$ cat src/design/barrier_gate_controller_macros.svh
// Assertion macros for the barrier gate controller.
// Used by files that carry concurrent checks; expects clk and arst_n in scope.
`ifndef BARRIER_GATE_CONTROLLER_MACROS_SVH
`define BARRIER_GATE_CONTROLLER_MACROS_SVH

`ifndef SYNTHESIS

// Property that must hold at every clock edge outside reset
`define BGC_ASSERT(lbl, prop, msg) \
	lbl: assert property (@(posedge clk) disable iff (!arst_n) (prop)) else $error(msg);

// Condition in one cycle implies a consequence in the next cycle
`define BGC_ASSERT_NEXT(lbl, ante, cons, msg) \
	lbl: assert property (@(posedge clk) disable iff (!arst_n) (ante) |=> (cons)) \
		else $error(msg);

`else

`define BGC_ASSERT(lbl, prop, msg)
`define BGC_ASSERT_NEXT(lbl, ante, cons, msg)

`endif

`endif

$ cat src/design/bgc_pkg.sv
// Shared types, codes and widths for the barrier gate controller.
// No dependencies; used by the channel interfaces and the top level.
package bgc_pkg;

	// Field widths
	localparam int OP_W      = 3;
	localparam int MS_W      = 20;
	localparam int TIME_W    = 32;
	localparam int CNT_W     = 8;
	localparam int GS_W      = 3;
	localparam int ERR_W     = 3;
	localparam int POS_W     = 2;
	localparam int MODE_W    = 6;
	localparam int CFG_IDX_W = 3;

	// Debounce settle time in milliseconds
	localparam logic [TIME_W-1:0] SETTLE_MS = 32'd50;

	// Operation codes
	localparam logic [OP_W-1:0] OP_TICK       = 3'd0;
	localparam logic [OP_W-1:0] OP_OPEN       = 3'd1;
	localparam logic [OP_W-1:0] OP_CLOSE      = 3'd2;
	localparam logic [OP_W-1:0] OP_RESET_ERR  = 3'd3;
	localparam logic [OP_W-1:0] OP_RELAY_TEST = 3'd4;

	// Register indexes
	localparam logic [CFG_IDX_W-1:0] CFG_OPEN_PULSE   = 3'd0;
	localparam logic [CFG_IDX_W-1:0] CFG_OPEN_TIMEOUT = 3'd1;
	localparam logic [CFG_IDX_W-1:0] CFG_OPEN_HOLD    = 3'd2;
	localparam logic [CFG_IDX_W-1:0] CFG_CLOSE_TMO    = 3'd3;
	localparam logic [CFG_IDX_W-1:0] CFG_RETRY_WAIT   = 3'd4;
	localparam logic [CFG_IDX_W-1:0] CFG_DUAL_LIMIT   = 3'd5;
	localparam logic [CFG_IDX_W-1:0] CFG_RETRY_LIMIT  = 3'd6;
	localparam logic [CFG_IDX_W-1:0] CFG_MODE_FLAGS   = 3'd7;

	// Mode flag bit positions
	localparam int MODE_PULSE       = 0;
	localparam int MODE_OPEN_INV    = 1;
	localparam int MODE_CLOSE_INV   = 2;
	localparam int MODE_RELAY_INV   = 3;
	localparam int MODE_CMD_IN_ERR  = 4;
	localparam int MODE_AUTO_RECOV  = 5;

	// Reported gate state codes
	localparam logic [GS_W-1:0] GS_BOOT         = 3'd0;
	localparam logic [GS_W-1:0] GS_IDLE_UNKNOWN = 3'd1;
	localparam logic [GS_W-1:0] GS_IDLE_CLOSED  = 3'd2;
	localparam logic [GS_W-1:0] GS_OPENING      = 3'd3;
	localparam logic [GS_W-1:0] GS_OPEN_HOLD    = 3'd4;
	localparam logic [GS_W-1:0] GS_CLOSING      = 3'd5;
	localparam logic [GS_W-1:0] GS_ERROR        = 3'd6;

	// Error causes
	localparam logic [ERR_W-1:0] ERR_NONE        = 3'd0;
	localparam logic [ERR_W-1:0] ERR_BOTH_LIMITS = 3'd1;
	localparam logic [ERR_W-1:0] ERR_OPEN_TMO    = 3'd2;
	localparam logic [ERR_W-1:0] ERR_OPEN_PULSE  = 3'd3;
	localparam logic [ERR_W-1:0] ERR_CLOSE_TMO   = 3'd4;

	// Gate state machine, one-hot
	typedef enum logic [6:0] {
		ST_BOOT         = 7'b0000001,
		ST_IDLE_UNKNOWN = 7'b0000010,
		ST_IDLE_CLOSED  = 7'b0000100,
		ST_OPENING      = 7'b0001000,
		ST_OPEN_HOLD    = 7'b0010000,
		ST_CLOSING      = 7'b0100000,
		ST_ERROR        = 7'b1000000
	} gate_state_t;

	// Map the one-hot state to its reported code
	function automatic logic [GS_W-1:0] state_code(gate_state_t s);
		logic [GS_W-1:0] c;
		unique case (s)
			ST_BOOT:         c = GS_BOOT;
			ST_IDLE_UNKNOWN: c = GS_IDLE_UNKNOWN;
			ST_IDLE_CLOSED:  c = GS_IDLE_CLOSED;
			ST_OPENING:      c = GS_OPENING;
			ST_OPEN_HOLD:    c = GS_OPEN_HOLD;
			ST_CLOSING:      c = GS_CLOSING;
			ST_ERROR:        c = GS_ERROR;
			default:         c = GS_BOOT;
		endcase
		return c;
	endfunction

endpackage

$ cat src/design/bgc_cmd_if.sv
// Request channel into the barrier gate controller: ticks and commands.
// Depends on bgc_pkg for field widths.
interface bgc_cmd_if;
	logic                       valid;
	logic                       ready;
	logic [bgc_pkg::OP_W-1:0]   op;
	logic                       open_pin_level;
	logic                       close_pin_level;
	logic [bgc_pkg::MS_W-1:0]   test_duration_ms;

	modport source (output valid, op, open_pin_level, close_pin_level, test_duration_ms,
		input ready);
	modport sink (input valid, op, open_pin_level, close_pin_level, test_duration_ms,
		output ready);
endinterface

$ cat src/design/bgc_status_if.sv
// Result channel out of the barrier gate controller: one status per request.
// Depends on bgc_pkg for field widths.
interface bgc_status_if;
	logic                        valid;
	logic                        ready;
	logic [bgc_pkg::GS_W-1:0]    gate_state;
	logic                        relay_pin;
	logic [bgc_pkg::POS_W-1:0]   position;
	logic                        accepted;
	logic [bgc_pkg::ERR_W-1:0]   error_cause;
	logic [bgc_pkg::CNT_W-1:0]   retries_used;

	modport source (output valid, gate_state, relay_pin, position, accepted, error_cause,
		retries_used, input ready);
	modport sink (input valid, gate_state, relay_pin, position, accepted, error_cause,
		retries_used, output ready);
endinterface

$ cat src/design/barrier_gate_controller.sv
// Barrier gate controller top level: debounce, millisecond clock and gate state machine.
// Depends on bgc_pkg, bgc_cmd_if, bgc_status_if and barrier_gate_controller_macros.svh.
//
// Usage:
//  cmd carries one request per handshake: a 1 ms tick, open, close, reset error or
//  relay test, together with the raw active-low open and close limit pin levels.
//  status returns exactly one result per request: gate state, relay pin level,
//  debounced position, accepted flag, last error cause and retries used.
//  cfg_wr_en/cfg_idx/cfg_data write the eight timing and mode registers; write them
//  only while no request is outstanding.
// Timing:
//  A request's result is registered at the edge that accepts it, which raises status.valid.
//  One request per cycle is sustained while status.ready is high: the whole update is one
//  pass of compare/add logic from the state registers into the result register.
//  cmd.ready is high while the result register is empty or being drained, so a
//  stalled status.ready holds one result and then stops cmd.
// Reset:
//  arst_n clears the state machine to boot, the clock, filters and counters to
//  zero and restores the register defaults; no result is pending after reset.
`include "barrier_gate_controller_macros.svh"

module barrier_gate_controller (
	input  logic                             clk,
	input  logic                             arst_n,
	bgc_cmd_if.sink                          cmd,
	bgc_status_if.source                     status,
	input  logic                             cfg_wr_en,
	input  logic [bgc_pkg::CFG_IDX_W-1:0]    cfg_idx,
	input  logic [bgc_pkg::MS_W-1:0]         cfg_data
);

	localparam int TW = bgc_pkg::TIME_W;

	// Debounce filter contents
	typedef struct packed {
		logic          stable;
		logic          last;
		logic [TW-1:0] chg;
	} filt_t;

	// Configuration registers
	logic [bgc_pkg::MS_W-1:0]   open_pulse_q, open_timeout_q, open_hold_q;
	logic [bgc_pkg::MS_W-1:0]   close_tmo_q, retry_wait_q, dual_limit_q;
	logic [bgc_pkg::CNT_W-1:0]  retry_limit_q;
	logic [bgc_pkg::MODE_W-1:0] mode_q;

	// Controller state
	logic [TW-1:0]              clock_q, relay_dl_q, entry_q, retry_dl_q, both_since_q;
	bgc_pkg::gate_state_t       state_q;
	logic                       relay_q;
	logic [bgc_pkg::CNT_W-1:0]  retry_cnt_q;
	logic [bgc_pkg::ERR_W-1:0]  err_q;
	filt_t                      open_f_q, close_f_q;

	// Result register
	logic                       out_valid_q;
	logic [bgc_pkg::GS_W-1:0]   gs_q;
	logic                       relay_pin_q;
	logic [bgc_pkg::POS_W-1:0]  pos_q;
	logic                       acc_q;

	// Next-state values
	logic [TW-1:0]              nx_clock, nx_relay_dl, nx_entry, nx_retry_dl, nx_both;
	bgc_pkg::gate_state_t       nx_state;
	logic                       nx_relay, nx_acc, tick_done, allowed, pulse, opa, cla;
	logic [bgc_pkg::CNT_W-1:0]  nx_retry_cnt;
	logic [bgc_pkg::ERR_W-1:0]  nx_err;
	filt_t                      nx_open_f, nx_close_f;

	logic                       take;

	// Deadline reached: sign bit of (now - deadline) clear
	function automatic logic reached(logic [TW-1:0] now, logic [TW-1:0] dl);
		logic [TW-1:0] d;
		d = now - dl;
		return ~d[TW-1];
	endfunction

	// One debounce step on an active-low raw level
	function automatic filt_t debounce(filt_t f, logic level, logic inv, logic [TW-1:0] now);
		filt_t n;
		logic  raw;
		n   = f;
		raw = ~level ^ inv;
		if (raw != n.last) begin
			n.last = raw;
			n.chg  = now;
		end
		if (n.stable != raw && (now - n.chg) >= bgc_pkg::SETTLE_MS) begin
			n.stable = raw;
		end
		return n;
	endfunction

	assign take      = cmd.valid && cmd.ready;
	assign cmd.ready = !out_valid_q || status.ready;

	// Request update: filters first, then tick state machine or command
	always_comb begin
		nx_clock     = (cmd.op == bgc_pkg::OP_TICK) ? clock_q + 32'd1 : clock_q;
		nx_open_f    = debounce(open_f_q, cmd.open_pin_level,
			mode_q[bgc_pkg::MODE_OPEN_INV], nx_clock);
		nx_close_f   = debounce(close_f_q, cmd.close_pin_level,
			mode_q[bgc_pkg::MODE_CLOSE_INV], nx_clock);
		opa          = nx_open_f.stable;
		cla          = nx_close_f.stable;
		pulse        = mode_q[bgc_pkg::MODE_PULSE];
		allowed      = (state_q != bgc_pkg::ST_ERROR) || mode_q[bgc_pkg::MODE_CMD_IN_ERR];

		nx_state     = state_q;
		nx_relay     = relay_q;
		nx_relay_dl  = relay_dl_q;
		nx_entry     = entry_q;
		nx_retry_dl  = retry_dl_q;
		nx_both      = both_since_q;
		nx_retry_cnt = retry_cnt_q;
		nx_err       = err_q;
		nx_acc       = 1'b1;
		tick_done    = 1'b0;

		unique case (cmd.op)
			bgc_pkg::OP_TICK: begin
				// Both limits active too long
				if (opa && cla) begin
					if (nx_both == '0) begin
						nx_both = nx_clock;
					end
					if ((nx_clock - nx_both) > {{(TW-bgc_pkg::MS_W){1'b0}}, dual_limit_q}) begin
						nx_err    = bgc_pkg::ERR_BOTH_LIMITS;
						nx_relay  = 1'b0;
						nx_state  = bgc_pkg::ST_ERROR;
						nx_entry  = nx_clock;
						tick_done = 1'b1;
					end
				end else begin
					nx_both = '0;
				end

				if (!tick_done) begin
					// Relay pulse expiry outside opening
					if (nx_relay && nx_relay_dl != '0 && reached(nx_clock, nx_relay_dl) &&
						nx_state != bgc_pkg::ST_OPENING) begin
						nx_relay    = 1'b0;
						nx_relay_dl = '0;
					end

					unique case (state_q)
						bgc_pkg::ST_BOOT: begin
							nx_state = cla ? bgc_pkg::ST_IDLE_CLOSED : bgc_pkg::ST_IDLE_UNKNOWN;
							nx_entry = nx_clock;
						end
						bgc_pkg::ST_OPENING: begin
							if (pulse && reached(nx_clock, nx_relay_dl)) begin
								nx_relay = 1'b0;
							end
							if (opa) begin
								nx_relay = 1'b0;
								nx_state = bgc_pkg::ST_OPEN_HOLD;
								nx_entry = nx_clock;
							end else if (!pulse && reached(nx_clock, nx_relay_dl)) begin
								nx_err   = bgc_pkg::ERR_OPEN_TMO;
								nx_relay = 1'b0;
								nx_state = bgc_pkg::ST_ERROR;
								nx_entry = nx_clock;
							end else if (pulse && (nx_clock - nx_entry) >=
								{{(TW-bgc_pkg::MS_W){1'b0}}, open_timeout_q}) begin
								nx_err   = bgc_pkg::ERR_OPEN_PULSE;
								nx_relay = 1'b0;
								nx_state = bgc_pkg::ST_ERROR;
								nx_entry = nx_clock;
							end
						end
						bgc_pkg::ST_OPEN_HOLD: begin
							if ((nx_clock - nx_entry) >=
								{{(TW-bgc_pkg::MS_W){1'b0}}, open_hold_q}) begin
								nx_state = bgc_pkg::ST_CLOSING;
								nx_entry = nx_clock;
							end
						end
						bgc_pkg::ST_CLOSING: begin
							if (cla) begin
								nx_retry_cnt = '0;
								nx_retry_dl  = '0;
								nx_state     = bgc_pkg::ST_IDLE_CLOSED;
								nx_entry     = nx_clock;
							end else if (nx_retry_dl != '0) begin
								// Retry wait over: fire a pulse and try opening again
								if (reached(nx_clock, nx_retry_dl)) begin
									nx_retry_dl = '0;
									nx_relay    = 1'b1;
									nx_relay_dl = nx_clock +
										{{(TW-bgc_pkg::MS_W){1'b0}}, open_pulse_q};
									nx_state    = bgc_pkg::ST_OPENING;
									nx_entry    = nx_clock;
								end
							end else if ((nx_clock - nx_entry) >=
								{{(TW-bgc_pkg::MS_W){1'b0}}, close_tmo_q}) begin
								if (nx_retry_cnt < retry_limit_q) begin
									nx_retry_cnt = nx_retry_cnt + 8'd1;
									nx_retry_dl  = nx_clock +
										{{(TW-bgc_pkg::MS_W){1'b0}}, retry_wait_q};
								end else begin
									nx_err   = bgc_pkg::ERR_CLOSE_TMO;
									nx_relay = 1'b0;
									nx_state = bgc_pkg::ST_ERROR;
									nx_entry = nx_clock;
								end
							end
						end
						bgc_pkg::ST_ERROR: begin
							if (mode_q[bgc_pkg::MODE_AUTO_RECOV] && cla) begin
								nx_err       = bgc_pkg::ERR_NONE;
								nx_retry_cnt = '0;
								nx_retry_dl  = '0;
								nx_relay     = 1'b0;
								nx_state     = bgc_pkg::ST_IDLE_CLOSED;
								nx_entry     = nx_clock;
							end
						end
						default: begin
						end
					endcase

					// Pulse-mode relay expiry while opening
					if (nx_relay && nx_relay_dl != '0 && reached(nx_clock, nx_relay_dl) &&
						pulse && nx_state == bgc_pkg::ST_OPENING) begin
						nx_relay    = 1'b0;
						nx_relay_dl = '0;
					end
				end
			end
			bgc_pkg::OP_OPEN: begin
				if (allowed) begin
					nx_retry_cnt = '0;
					nx_retry_dl  = '0;
					nx_relay     = 1'b1;
					nx_relay_dl  = nx_clock + {{(TW-bgc_pkg::MS_W){1'b0}},
						(pulse ? open_pulse_q : open_timeout_q)};
					nx_state     = bgc_pkg::ST_OPENING;
					nx_entry     = nx_clock;
				end else begin
					nx_acc = 1'b0;
				end
			end
			bgc_pkg::OP_CLOSE: begin
				if (allowed) begin
					nx_relay    = 1'b0;
					nx_retry_dl = '0;
					nx_state    = bgc_pkg::ST_CLOSING;
					nx_entry    = nx_clock;
				end else begin
					nx_acc = 1'b0;
				end
			end
			bgc_pkg::OP_RESET_ERR: begin
				nx_err       = bgc_pkg::ERR_NONE;
				nx_retry_cnt = '0;
				nx_retry_dl  = '0;
				nx_relay     = 1'b0;
				nx_state     = cla ? bgc_pkg::ST_IDLE_CLOSED : bgc_pkg::ST_IDLE_UNKNOWN;
				nx_entry     = nx_clock;
			end
			bgc_pkg::OP_RELAY_TEST: begin
				nx_relay    = 1'b1;
				nx_relay_dl = nx_clock + {{(TW-bgc_pkg::MS_W){1'b0}}, cmd.test_duration_ms};
			end
			default: begin
				nx_acc = 1'b0;
			end
		endcase
	end

	// Configuration registers
	always_ff @(posedge clk or negedge arst_n) begin
		if (!arst_n) begin
			open_pulse_q   <= 20'd500;
			open_timeout_q <= 20'd20000;
			open_hold_q    <= 20'd10000;
			close_tmo_q    <= 20'd20000;
			retry_wait_q   <= 20'd2000;
			dual_limit_q   <= 20'd1000;
			retry_limit_q  <= 8'd2;
			mode_q         <= '0;
		end else if (cfg_wr_en) begin
			unique case (cfg_idx)
				bgc_pkg::CFG_OPEN_PULSE:   open_pulse_q   <= cfg_data;
				bgc_pkg::CFG_OPEN_TIMEOUT: open_timeout_q <= cfg_data;
				bgc_pkg::CFG_OPEN_HOLD:    open_hold_q    <= cfg_data;
				bgc_pkg::CFG_CLOSE_TMO:    close_tmo_q    <= cfg_data;
				bgc_pkg::CFG_RETRY_WAIT:   retry_wait_q   <= cfg_data;
				bgc_pkg::CFG_DUAL_LIMIT:   dual_limit_q   <= cfg_data;
				bgc_pkg::CFG_RETRY_LIMIT:  retry_limit_q  <= cfg_data[bgc_pkg::CNT_W-1:0];
				bgc_pkg::CFG_MODE_FLAGS:   mode_q         <= cfg_data[bgc_pkg::MODE_W-1:0];
				default: begin
				end
			endcase
		end
	end

	// Controller state, updated once per accepted request
	always_ff @(posedge clk or negedge arst_n) begin
		if (!arst_n) begin
			clock_q      <= '0;
			state_q      <= bgc_pkg::ST_BOOT;
			relay_q      <= 1'b0;
			relay_dl_q   <= '0;
			entry_q      <= '0;
			retry_dl_q   <= '0;
			both_since_q <= '0;
			retry_cnt_q  <= '0;
			err_q        <= bgc_pkg::ERR_NONE;
			open_f_q     <= '0;
			close_f_q    <= '0;
		end else if (take) begin
			clock_q      <= nx_clock;
			state_q      <= nx_state;
			relay_q      <= nx_relay;
			relay_dl_q   <= nx_relay_dl;
			entry_q      <= nx_entry;
			retry_dl_q   <= nx_retry_dl;
			both_since_q <= nx_both;
			retry_cnt_q  <= nx_retry_cnt;
			err_q        <= nx_err;
			open_f_q     <= nx_open_f;
			close_f_q    <= nx_close_f;
		end
	end

	// Result register valid
	always_ff @(posedge clk or negedge arst_n) begin
		if (!arst_n) begin
			out_valid_q <= 1'b0;
		end else if (take) begin
			out_valid_q <= 1'b1;
		end else if (status.ready) begin
			out_valid_q <= 1'b0;
		end
	end

	// Result payload
	always_ff @(posedge clk) begin
		if (take) begin
			gs_q        <= bgc_pkg::state_code(nx_state);
			relay_pin_q <= nx_relay ^ mode_q[bgc_pkg::MODE_RELAY_INV];
			pos_q       <= {nx_close_f.stable, nx_open_f.stable};
			acc_q       <= nx_acc;
		end
	end

	assign status.valid        = out_valid_q;
	assign status.gate_state   = gs_q;
	assign status.relay_pin    = relay_pin_q;
	assign status.position     = pos_q;
	assign status.accepted     = acc_q;
	assign status.error_cause  = err_q;
	assign status.retries_used = retry_cnt_q;

	// Checks; the cause outlives the error state when commands are allowed in error
	`BGC_ASSERT(a_error_has_cause, (state_q != bgc_pkg::ST_ERROR) || (err_q != bgc_pkg::ERR_NONE), "error state without a cause")
	`BGC_ASSERT_NEXT(a_take_gives_result, take, status.valid, "accepted request produced no result")
	`BGC_ASSERT_NEXT(a_hold_without_request, !take, $stable(state_q) && $stable(clock_q) && $stable(retry_cnt_q), "state moved without a request")

endmodule

$ cat src/flat_wrapper.sv
// flat-port wrapper written by rule: the top's interface ports become plain ports
module barrier_gate_controller_flat 
  (clk, arst_n, cfg_wr_en, cfg_idx, cfg_data, cmd_valid, cmd_op, cmd_open_pin_level, cmd_close_pin_level, cmd_test_duration_ms, cmd_ready, status_valid, status_gate_state, status_relay_pin, status_position, status_accepted, status_error_cause, status_retries_used, status_ready);
  bgc_cmd_if cmd_i ();
  bgc_status_if status_i ();
  input  logic clk;
  input  logic arst_n;
  input  logic cfg_wr_en;
  input  logic [bgc_pkg::CFG_IDX_W-1:0] cfg_idx;
  input  logic [bgc_pkg::MS_W-1:0] cfg_data;
  input wire logic [$bits(cmd_i.valid)-1:0] cmd_valid;
  input wire logic [$bits(cmd_i.op)-1:0] cmd_op;
  input wire logic [$bits(cmd_i.open_pin_level)-1:0] cmd_open_pin_level;
  input wire logic [$bits(cmd_i.close_pin_level)-1:0] cmd_close_pin_level;
  input wire logic [$bits(cmd_i.test_duration_ms)-1:0] cmd_test_duration_ms;
  output wire logic [$bits(cmd_i.ready)-1:0] cmd_ready;
  output wire logic [$bits(status_i.valid)-1:0] status_valid;
  output wire logic [$bits(status_i.gate_state)-1:0] status_gate_state;
  output wire logic [$bits(status_i.relay_pin)-1:0] status_relay_pin;
  output wire logic [$bits(status_i.position)-1:0] status_position;
  output wire logic [$bits(status_i.accepted)-1:0] status_accepted;
  output wire logic [$bits(status_i.error_cause)-1:0] status_error_cause;
  output wire logic [$bits(status_i.retries_used)-1:0] status_retries_used;
  input wire logic [$bits(status_i.ready)-1:0] status_ready;
  assign cmd_i.valid = cmd_valid;
  assign cmd_i.op = cmd_op;
  assign cmd_i.open_pin_level = cmd_open_pin_level;
  assign cmd_i.close_pin_level = cmd_close_pin_level;
  assign cmd_i.test_duration_ms = cmd_test_duration_ms;
  assign cmd_ready = cmd_i.ready;
  assign status_valid = status_i.valid;
  assign status_gate_state = status_i.gate_state;
  assign status_relay_pin = status_i.relay_pin;
  assign status_position = status_i.position;
  assign status_accepted = status_i.accepted;
  assign status_error_cause = status_i.error_cause;
  assign status_retries_used = status_i.retries_used;
  assign status_i.ready = status_ready;
  barrier_gate_controller u_core (.clk(clk), .arst_n(arst_n), .cmd(cmd_i), .status(status_i), .cfg_wr_en(cfg_wr_en), .cfg_idx(cfg_idx), .cfg_data(cfg_data));
endmodule
$ cat config.mk
export PLATFORM = sky130hd
export DESIGN_NAME = barrier_gate_controller_flat
export DESIGN_NICKNAME = d
export VERILOG_FILES = /design/src/design/bgc_pkg.sv /design/src/design/bgc_cmd_if.sv /design/src/design/bgc_status_if.sv /design/src/design/barrier_gate_controller.sv /design/src/flat_wrapper.sv
export VERILOG_INCLUDE_DIRS = /design/src /design/src/design
export SDC_FILE = /design/constraint.sdc
export NUM_CORES = 2
export LEC_CHECK = 0
export ABC_AREA = 1
export CORE_UTILIZATION = 40
export CTS_CLUSTER_SIZE = 12
export DETAILED_ROUTE_END_ITERATION = 8
export DONT_BUFFER_PORTS = 1
export GPL_TIMING_DRIVEN = 0
export MAX_ROUTING_LAYER = met4
export PLACE_DENSITY_LB_ADDON = 0.25
export RECOVER_POWER = 100
export SYNTH_ARGS = -nofsm -noshare
export SYNTH_HDL_FRONTEND = slang
export SYNTH_SLANG_ARGS = --single-unit
$ cat constraint.sdc
create_clock -name clk -period 10.9 [get_ports clk]
set_clock_uncertainty 0.15 [all_clocks]
set_input_delay 2.725 -clock clk [delete_from_list [all_inputs] [get_ports clk]]
set_output_delay 2.725 -clock clk [all_outputs]
set_load 0.02 [all_outputs]
==> results.ini <==
[power_and_ir_drop]
internal_power_mw = 6.11
ir_drop_v = 0.000187
p_per_area_nw_per_um2 = 271
pwr-share-seq_pct = 16.3
swShare_pct = 52.7
power_switching_mw = 6.81
p_leak_nw = 23.3
power.total_mw = 12.9
p_clk_share_pct = 13.7
power_frac_comb_pct = 70.0

[final_layout]
drive_gt1_share_pct = 16.2
final_nets = 6585
fillCellCount = 9629
layout.cells.non_filler = 7482
syn_to_final_growth_pct = 23.9
fin_area_sq_um = 47600
fin_util_pct = 50.1

[place]
port_buffers = 0
placed_cell_area_sq_um = 40600
dpl.hpwl_um = 133000
gp_congestion = 1.04
dpl.cell_count = 7145

[detailed_routing]
dr.pass1.iters = 7
postRouteAntennaNets = 0
initialDrtViolationCount = 4711
finalWirelength_um = 190000
vias = 43600
routedWlPerCell_um = 25.4
drcViolationCount = 0
via_per_inst = 5.83

[floorplanning]
core_area_sq_um = 95000
io_pins = 73
die-area_sq_um = 97300
die_h_um = 312
start_util_pct = 40.4
die_w_um = 312
num_rows = 113

[job]
max-cap-violations = 4

[setup_path]
crit_slowest_cell = ha_1
endpoint = u_core.entry_q[23]
cp_max_fo = 14
rrSetupSlack_ps = -190
reg2reg_from = u_core.both_since_q[11]
critPathRequiredTime_ps = 11240
crit_path_frequent_cell = nand2_1
critPathLaunch = cmd_op[0]
slowest_delay_ps = 360
reg2regPathDepth = 68
crit_cells = 63
worstSetupEndpointType = flip-flop
cp.arrival_ps = 12320
cp-start-kind = primary input
path_buf_inv = 12
reg2reg_to = u_core.entry_q[23]
cp_top_family = simple AND/OR/NAND/NOR gates
critPathKind = primary input to flip-flop

[clock_network]
cts_root_buf = clkbuf_16
clk_pin_slew_ps = 70
worst_skew_pair.late_latency_ps = 660
hold_buffers = 0
clockBufferDepth = 3
htreeDepth = 2
cts_sinks = 389
cts_tree = done
cts_inserted_buffers = 50

[grt]
antenna_found_initial = 12
grt_overflow = 0
groute.usage.overall_pct = 38.9
grt_pass1_wl_um = 271000
grt_pass1_vias = 40600
grt_start_max_net_pins = 383

[synthesis]
synth-compound-area-share_pct = 20.7
avgSynthCellArea_sq_um = 6.54
synth-seq-cells = 389
synth_edf_count = 7
syn_inst = 5872
synth.area.mux_share_pct = 0
ys_seq_area_share_pct = 25.5
synth_top_family_by_area = simple AND/OR/NAND/NOR gates
synthesis.nets = 6293
synthAdderAreaFrac_pct = 12.1
async_reset_ff_share_pct = 98.2
ys.flop_type = dfrtp_1
ys_warn_count = 0
synthXorXnorAreaFrac_pct = 2.76
netlist_area_sq_um = 38400
synth_cell_types = 69
synth-simple-area-share_pct = 28.4

[status]
violations = capacitance limit, slew limit, setup timing
outcome = finished with violations

[sta]
max-slew-margin-rel_pct = -22.7
setup_viol = 117
setup_slack_ps = -1080
finalCritPeriodShare_pct = 110
worstMarginPinSlew_ps = 1840
fin_crit_ps = 11980
finalHoldViolCount = 0
rsz0062_at_grt = true
final_max_slew_viol_count = 28
max_freq_mhz = 83.5

[worst_hold_path]
hp-class = flip-flop to flip-flop
hold_path.startpoint = u_core.entry_q[5]

[logic make-up after synthesis]
family          Yosys count
simple gates           2548
xor+xnor                121
buf+inv                1037
flops                   389
compound gates         1409
fa+ha+maj               368
[flip-flops by register name, indices dropped and copies added (netlist names), 20 cells and up]
register / count
u_core.open_hold_q: 20
u_core.retry_dl_q: 32
u_core.retry_wait_q: 20
u_core.open_timeout_q: 20
u_core.relay_dl_q: 32
u_core.both_since_q: 32
u_core.clock_q: 32
u_core.dual_limit_q: 20
u_core.close_f_q: 34
u_core.open_f_q: 34
u_core.open_pulse_q: 20
u_core.close_tmo_q: 20
u_core.entry_q: 32
[final cells by class]
| cell class | instances | area [sq um] | area share, % |
|---|---|---|---|
| Antenna cell | 14 | 35.0 | 0.0736 |
| Buffer | 214 | 1490 | 3.12 |
| Clock buffer | 76 | 1440 | 3.02 |
| Clock inverter | 15 | 249 | 0.523 |
| Inverter | 817 | 3270 | 6.87 |
| Multi-Input combinational cell | 4447 | 27300 | 57.2 |
| Sequential cell | 389 | 9810 | 20.6 |
| Tap cell | 1265 | 1580 | 3.32 |
| Timing Repair Buffer | 245 | 2480 | 5.21 |
[tightest hold or removal path, stage by stage (launching register included)]
cell,delay (ps)
dfrtp_1,340
nand2_1,50
nand2_1,50
[cells in the mapped netlist (all sizes together), types with 40 or more instances]
| cell | number | area [sq um] |
|---|---|---|
| or2 | 41 | 257 |
| nand4 | 103 | 651 |
| o31ai | 40 | 300 |
| dfrtp | 347 | 8680 |
| ha | 361 | 4520 |
| o21ai | 662 | 3330 |
| nor2 | 435 | 1720 |
| o211ai | 98 | 736 |
| a21oi | 404 | 2030 |
| clkbuf | 180 | 676 |
| nand2 | 1491 | 5690 |
| buf | 40 | 254 |
| nor3 | 75 | 385 |
| inv | 797 | 2990 |
| nand3 | 324 | 1670 |
| xor2 | 85 | 744 |
[routing by layer]
layer,vias to the layer above,GRT usage [%],routed length (um)
met2,2180,56.6,80600
met3,578,8.04,18100
met4,0,27.5,16800
met1,20600,47.8,74600
li1,20200,-,-
met5,-,-,0
[power by group through the flow]
stage / combinational, mW / clock, mW / sequential (mW)
final: 9.04 / 1.77 / 2.11
after global routing: 9.84 / 1.83 / 2.15
after CTS: 8.30 / 1.79 / 2.09
after detailed placement: 7.30 / 0 / 2.11
after global placement: 7.20 / 0 / 2.10
after floorplan: 5.13 / 0 / 2.03
[what timing repair did]
action                                 in CTS  in global routing
setup endpoints to repair                 137                117
pin swaps                                 162                230
gates cloned                               12                  3
resized for setup                         462                351
buffers inserted                          153                 80
endpoints found under the hold margin       0                  0
[worst min-delay path by stage]
stage	to	slack, ps	cells after the start
finish	u_core.entry_q[5]	330	2
global placement	u_core.entry_q[26]	310	2
floorplan	u_core.entry_q[25]	290	2
global route	u_core.entry_q[8]	350	2
CTS	u_core.entry_q[12]	320	2
detailed placement	u_core.entry_q[26]	310	2
[layout by cell type (no fill, tap or decap), types with 37 or more instances in the layout]
cell / count
a21oi_2: 39
nor3_1: 56
o21ai_2: 55
o211ai_1: 98
nor2_1: 389
nand4_1: 102
buf_6: 41
nand3_1: 261
buf_4: 178
o31ai_1: 37
clkbuf_16: 67
nand2_2: 77
nand2_1: 1378
o21ai_1: 97
nand3_2: 41
o21ai_0: 496
inv_2: 44
clkbuf_1: 156
ha_1: 335
inv_1: 728
a21oi_1: 361
dfrtp_1: 347
xor2_1: 63
nand3b_1: 38
[stage by stage]
step	worst slack [ps]	setup TNS, ps	hold WS [ps]
finish	-1080	-92940	331
detailed placement	-4650	-535750	308
global placement	-5790	-665340	306
global route	-1430	-134200	349
CTS	-793	-67330	322
floorplan	-185	-3730	291
Power figures use the tool's default switching activity.
